File: config.mk
export PLATFORM = sky130hd
export DESIGN_NAME = svc_cfg
export DESIGN_NICKNAME = d
export VERILOG_FILES = /design/src/hw/rtl/svc_pkg.sv /design/src/hw/rtl/svc_cfg.sv
export SDC_FILE = /design/constraint.sdc
export NUM_CORES = 1
export LEC_CHECK = 0
export BUFFER_PORTS_ARGS = -buffer_cell sky130_fd_sc_hd__buf_2
export CORE_MARGIN = 2
export CORE_UTILIZATION = 47
export CTS_BUF_LIST = sky130_fd_sc_hd__clkbuf_8
export CTS_CLUSTER_SIZE = 25
export DETAILED_ROUTE_END_ITERATION = 6
export PLACE_DENSITY = 0.77
export REMOVE_ABC_BUFFERS = 1
export SYNTH_ARGS = -nofsm -noshare
export SYNTH_HDL_FRONTEND = slang
export SYNTH_SLANG_ARGS = --single-unit
File: constraint.sdc
create_clock -name clk -period 1.4 [get_ports clk]
set_input_delay 0.35 -clock clk [delete_from_list [all_inputs] [get_ports clk]]
set_output_delay 0.35 -clock clk [all_outputs]
set_load 0.1 [all_outputs]
File: src/hw/rtl/svc_pkg.sv
// Shared types, widths and helpers for the sphere / view cone cull block.
// No dependencies; imported by every module of the block.
`timescale 1ns / 1ps
`default_nettype none

package svc_pkg;

  localparam int CoordW  = 32;   // Q24.8 coordinates
  localparam int RelW    = 33;   // centre minus camera
  localparam int RadW    = 31;
  localparam int DirW    = 16;
  localparam int ParW    = 16;
  localparam int SqW     = 2 * RelW;
  localparam int RadSqW  = 2 * RadW;
  localparam int ProdW   = RelW + DirW;
  localparam int DsqW    = SqW + 1;
  localparam int AlongW  = 51;
  localparam int MagW    = AlongW - 1;
  localparam int HalfW   = MagW / 2;
  localparam int PartW   = 2 * HalfW;
  localparam int AsqW    = 100;
  localparam int PsqW    = 94;
  localparam int RootW   = PsqW / 2;
  localparam int RemW    = RootW + 3;
  localparam int AtanW   = AlongW + ParW;
  localparam int DiffW   = AtanW + 1;
  localparam int DistW   = DiffW + ParW + 1;
  localparam int CfgIdxW = 4;
  localparam int CfgDatW = 32;

  localparam longint NearDist = 256;
  localparam longint NearLim  = NearDist * 16384;

  localparam logic [1:0] VIS_OUTSIDE = 2'd0;
  localparam logic [1:0] VIS_PARTIAL = 2'd1;
  localparam logic [1:0] VIS_INSIDE  = 2'd2;

  typedef enum logic [CfgIdxW-1:0] {
    REG_CAM_X   = 4'd0,
    REG_CAM_Y   = 4'd1,
    REG_CAM_Z   = 4'd2,
    REG_VIEW_DX = 4'd3,
    REG_VIEW_DY = 4'd4,
    REG_VIEW_DZ = 4'd5,
    REG_CONE_TAN = 4'd6,
    REG_CONE_COS = 4'd7
  } cfg_reg_t;

  typedef struct packed {
    logic signed [CoordW-1:0] cam_x;
    logic signed [CoordW-1:0] cam_y;
    logic signed [CoordW-1:0] cam_z;
    logic signed [DirW-1:0]   view_dx;
    logic signed [DirW-1:0]   view_dy;
    logic signed [DirW-1:0]   view_dz;
    logic [ParW-1:0]          cone_tangent;
    logic [ParW-1:0]          cone_cosine;
  } svc_cfg_t;

  // per-item data that rides alongside the root extraction
  typedef struct packed {
    logic                    in_sphere;
    logic                    near_out;
    logic [RadW-1:0]         rad;
    logic signed [AtanW-1:0] atan;
  } svc_side_t;

  typedef struct packed {
    logic [PsqW-1:0]  arg;
    logic [RemW-1:0]  rem;
    logic [RootW-1:0] root;
  } svc_sqrt_t;

  // one restoring square root step: consumes the top two bits of arg
  function automatic svc_sqrt_t sqrt_step(svc_sqrt_t s);
    logic [RemW-1:0] cur;
    logic [RemW-1:0] trial;
    svc_sqrt_t       r;
    cur   = {s.rem[RemW-3:0], s.arg[PsqW-1:PsqW-2]};
    trial = {1'b0, s.root, 2'b01};
    r.arg = {s.arg[PsqW-3:0], 2'b00};
    if (cur >= trial) begin
      r.rem  = cur - trial;
      r.root = {s.root[RootW-2:0], 1'b1};
    end else begin
      r.rem  = cur;
      r.root = {s.root[RootW-2:0], 1'b0};
    end
    return r;
  endfunction

endpackage

`default_nettype wire

File: src/hw/rtl/svc_cfg.sv
// Configuration register file: camera, view direction and cone terms.
// Depends on svc_pkg.
`timescale 1ns / 1ps
`default_nettype none

module svc_cfg
  import svc_pkg::*;
(
  input  wire logic               clk,
  input  wire logic               rst_n,
  input  wire logic               wr_en,
  input  wire logic [CfgIdxW-1:0] wr_index,
  input  wire logic [CfgDatW-1:0] wr_data,
  output svc_cfg_t                cfg
);

  svc_cfg_t cfg_r;
  svc_cfg_t cfg_nxt;

  always_comb begin
    cfg_nxt = cfg_r;
    if (wr_en) begin
      case (cfg_reg_t'(wr_index))
        REG_CAM_X:    cfg_nxt.cam_x        = wr_data;
        REG_CAM_Y:    cfg_nxt.cam_y        = wr_data;
        REG_CAM_Z:    cfg_nxt.cam_z        = wr_data;
        REG_VIEW_DX:  cfg_nxt.view_dx      = wr_data[DirW-1:0];
        REG_VIEW_DY:  cfg_nxt.view_dy      = wr_data[DirW-1:0];
        REG_VIEW_DZ:  cfg_nxt.view_dz      = wr_data[DirW-1:0];
        REG_CONE_TAN: cfg_nxt.cone_tangent = wr_data[ParW-1:0];
        REG_CONE_COS: cfg_nxt.cone_cosine  = wr_data[ParW-1:0];
        default:      cfg_nxt = cfg_r;
      endcase
    end
  end

  always_ff @(posedge clk) begin
    if (!rst_n) begin
      cfg_r.cam_x        <= '0;
      cfg_r.cam_y        <= '0;
      cfg_r.cam_z        <= '0;
      cfg_r.view_dx      <= 16'sd16384;
      cfg_r.view_dy      <= '0;
      cfg_r.view_dz      <= '0;
      cfg_r.cone_tangent <= 16'd256;
      cfg_r.cone_cosine  <= 16'd23170;
    end else begin
      cfg_r <= cfg_nxt;
    end
  end

  assign cfg = cfg_r;

endmodule

`default_nettype wire

# Word-level counts from Yosys, hierarchy flattened
# Cells that the tools add are included.
# totals
elab_cells	24
register_bits	176
output_inout_bits	176
in_bits	39
# classes
eq_ne	7
n_reduce_logical	9
# ops
operator	n
$eq A4 B3 Y1 const B	4
$reduce_and A2 Y1	8
$eq A4 B2 Y1 const B	2
$eq A4 B1 Y1 const B	1
$logic_not A4 Y1	1

# Logic depth before layout (Yosys ltp)
# depth
ltp_word	2
mapped_depth	6
mapped_depth_nobuf	3

# Worst setup path before layout
# OpenSTA, ideal clock, no wires.
# synth_path
path_kind	input port to flip-flop
startpoint	input port wr_index[1]
endpoint	register cfg_r, in the netlist cfg[58]
arrival_ns	1.282
setup_time_ns	0.126
stages	5
setup_slack_ns	-0.008
cell_sequence	buf_2 or3_1 buf_2 buf_6 mux2i_1
# synth_via
elab_chain_cells	2
# synth_rtl
element	line_no	source
start: declaration	svc_cfg.sv:12	input wire logic [CfgIdxW-1:0] wr_index,
$eq A4 B3 Y1	svc_cfg.sv:23	case (cfg_reg_t'(wr_index))
$reduce_and A2 Y1 (no line)	n/a	
end signal: assignment	svc_cfg.sv:48	cfg_r <= cfg_nxt;
end: declaration	svc_cfg.sv:17	svc_cfg_t cfg_r;
# No other way between the ends.
# A chain may end at the register's enable or synchronous reset.

# Worst setup path in the final report
# layout_path
startpoint	register cfg_r, in the netlist cfg[100]
endpoint	output port cfg[100] (netlist bit)
# layout_lines
element	line_no	source
end: declaration	svc_cfg.sv:14	output svc_cfg_t cfg
# No word-level cell between the ends.

==> run summary <==
Worst Tran Pin Value -> 0.392 ns
antenna viol nets, final -> 0
post-synthesis adder-cell area fraction -> 0%
Final min period -> 1.36 ns
Critical path buffers and inverters -> 1
Synth Area in XOR/XNOR -> 0%
complex-gate fraction of the synthesized area -> 1.29%
GP Congestion -> 0.808
mux share of post-synthesis cell area -> 26.4%
Final WS setup -> 0.0385 ns
Setup Skew -> 0 ns
Final nets -> 889
buffers added on ports -> 214
Num CTS Buffers -> 17
leakage -> 5.13 nW
Synth Area per Inst -> 10.3 µm²
Seq pwr share -> 52.0%
mapped cell area -> 0.00642 mm²
proportion of layout cells with a drive suffix above 1 -> 53.0%
register area share after synthesis -> 54.9%
Int Pwr -> 0.00732 W
max_cap viols -> 0
slowest stage delay, CP -> 0.38 ns
worst skew pair latency -> 0.44 ns
Crit Path Category -> reg2out
Max Fclk -> 0.735 GHz
initial antenna violation count -> 0
initial DRC count -> 167
relative slew slack -> 73.8%
Die W -> 121 µm
n_diodes -> 0
clock root buffer -> clkbuf_8
Synth Area in Simple Gates -> 13.4%
setup bufs post-CTS -> 0
final wirelength -> 20.2 mm
Final setup viols -> 0
io pins -> 215
dpl ws -> -0.166 ns
status -> finished, final reports clean
drt pass-1 iters -> 4
worst-path fanout max -> 2
global-route wire length before repair -> 32.2 mm
GR Overflow Total -> 0
residual DRC count -> 0
DP Wirelength -> 14.3 mm
WL per Instance -> 19.4 µm
worst IR drop on VDD -> 1.07 mV
combinational share of power -> 12.8%
std cell rows -> 42
core area -> 0.0133 mm²
arrival time at the worst endpoint -> 1.01 ns
CTS Sinks -> 176
Gate Count Post-Synth -> 626
max reg flops -> 176
Net Sw Frac -> 26.1%
fin crit share -> 97.2%
Die Height -> 121 µm
P&R area growth vs syn -> 74.2%
Fin. Hold Viols -> 0
via count -> 5325
WHS -> 0.180 ns
Net Switching -> 0.00259 W
CTS Hold Bufs -> 0
via/cell ratio -> 5.14
pwr dens -> 886 mW/mm²
largest net degree at the start of global routing -> 36
Hold WC Path Type -> in2reg
Yosys warning count -> 0
Util after Layout -> 84.1%
largest family of logic cells by synthesized area -> multiplexers
count of different cell masters after synthesis -> 22
synthesis-stage register bit count -> 176
clock slew seen by the registers of the worst setup and hold paths -> 0.09 ns
nature of the critical path endpoint -> primary output
H-tree depth -> 4
deepest clock path buffer count -> 2
vias in the first global route -> 5918
Worst setup SP type -> flip-flop
worst-path cell chain -> buf_12
Slew Limit Fails -> 0
die area -> 0.0146 mm²
Crit path required time -> 1.05 ns
CTS tree -> done
commonest non-fill, non-tap cell in the layout -> nand2_1
clock share of power -> 35.2%
slowest CP cell -> dfxtp_2
total track usage -> 28.8%
Initial Utilization -> 48.3%
most frequent cells in the layout -> nand2_1 (201), buf_12 (188), dfxtp_2 (172), mux2i_1 (169), buf_2 (37)
CP delay by family, top -> flip-flops
==> cells in the mapped netlist (all sizes together) <==
| cell | instances | share of area [%] |
|---|---|---|
| nand2 | 202 | 12 |
| dfxtp | 176 | 55 |
| mux2i | 169 | 26 |
| buf | 27 | 2.5 |
| clkbuf | 19 | 1.1 |
| inv | 7 | 0.41 |
| o211ai | 7 | 0.82 |
| o21ai | 6 | 0.47 |
| nand3b | 3 | 0.55 |
| nor3b | 3 | 0.43 |
| nor2b | 2 | 0.19 |
| and3 | 1 | 0.098 |
| nand4 | 1 | 0.098 |
| nor2 | 1 | 0.058 |
| or2 | 1 | 0.098 |
| or3 | 1 | 0.098 |
==> per-layer routing <==
metal  GRT usage, %  vias to the layer above  wire length [µm]
li1               -                     2502                 -
met1           30.2                     2595              7450
met2           53.1                      195             10900
met3           9.59                       33              1400
met4           10.5                        0               391
met5              0                        -                 0
==> cell type report <==
cell class / instances / area [µm²]
clock inverters: 11 / 126
multi-input cells: 397 / 2650
inverters: 7 / 26.3
flip-flops and latches: 176 / 3750
clock buffers: 19 / 262
well taps: 176 / 220
fillers: 663 / 2110
repair buffers: 251 / 4150
==> through the flow <==
stage,setup TNS (ns),cells,total power [W],area [µm²]
3_5_place_dp,-9.01,1007,0.00651,10400
4_1_cts,0,1037,0.00995,11100
6_report,0,1037,0.00991,11200
3_3_place_gp,-4.37,1007,0.00648,10400
5_1_grt,-0.00854,1037,0.0102,11200
2_1_floorplan,-111.17,580,0.00590,6190
==> repair_timing <==
item	CTS	global route
pin swaps	0	0
setup endpoints to repair	130	51
gates resized for setup	163	51
==> cell families after synthesis <==
family                 count (synthesis)
AOI/OAI and AO/OA                     13
buffers and inverters                 53
DFF                                  176
muxes                                169
and+or+nand+nor                      215
==> power by group through the flow <==
stage	sequential (W)	combinational, W	clock (W)
floorplan	0.00570	0.000196	0
global placement	0.00525	0.00123	0
detailed placement	0.00526	0.00125	0
CTS	0.00515	0.00127	0.00353
global route	0.00516	0.00132	0.00376
finish	0.00515	0.00127	0.00349
==> path summary, 6_finish.rpt <==
path	start	end	slack [ns]	cells past startpoint
setup reg to reg	cfg[153]	cfg[153]	0.66	2
setup / recovery	cfg[100]	cfg[100]	0.04	1
hold reg to reg	cfg[16]	cfg[16]	0.48	2
hold / removal	wr_data[11]	cfg[11]	0.18	3
No activity file was read; power rests on OpenSTA's default activity.
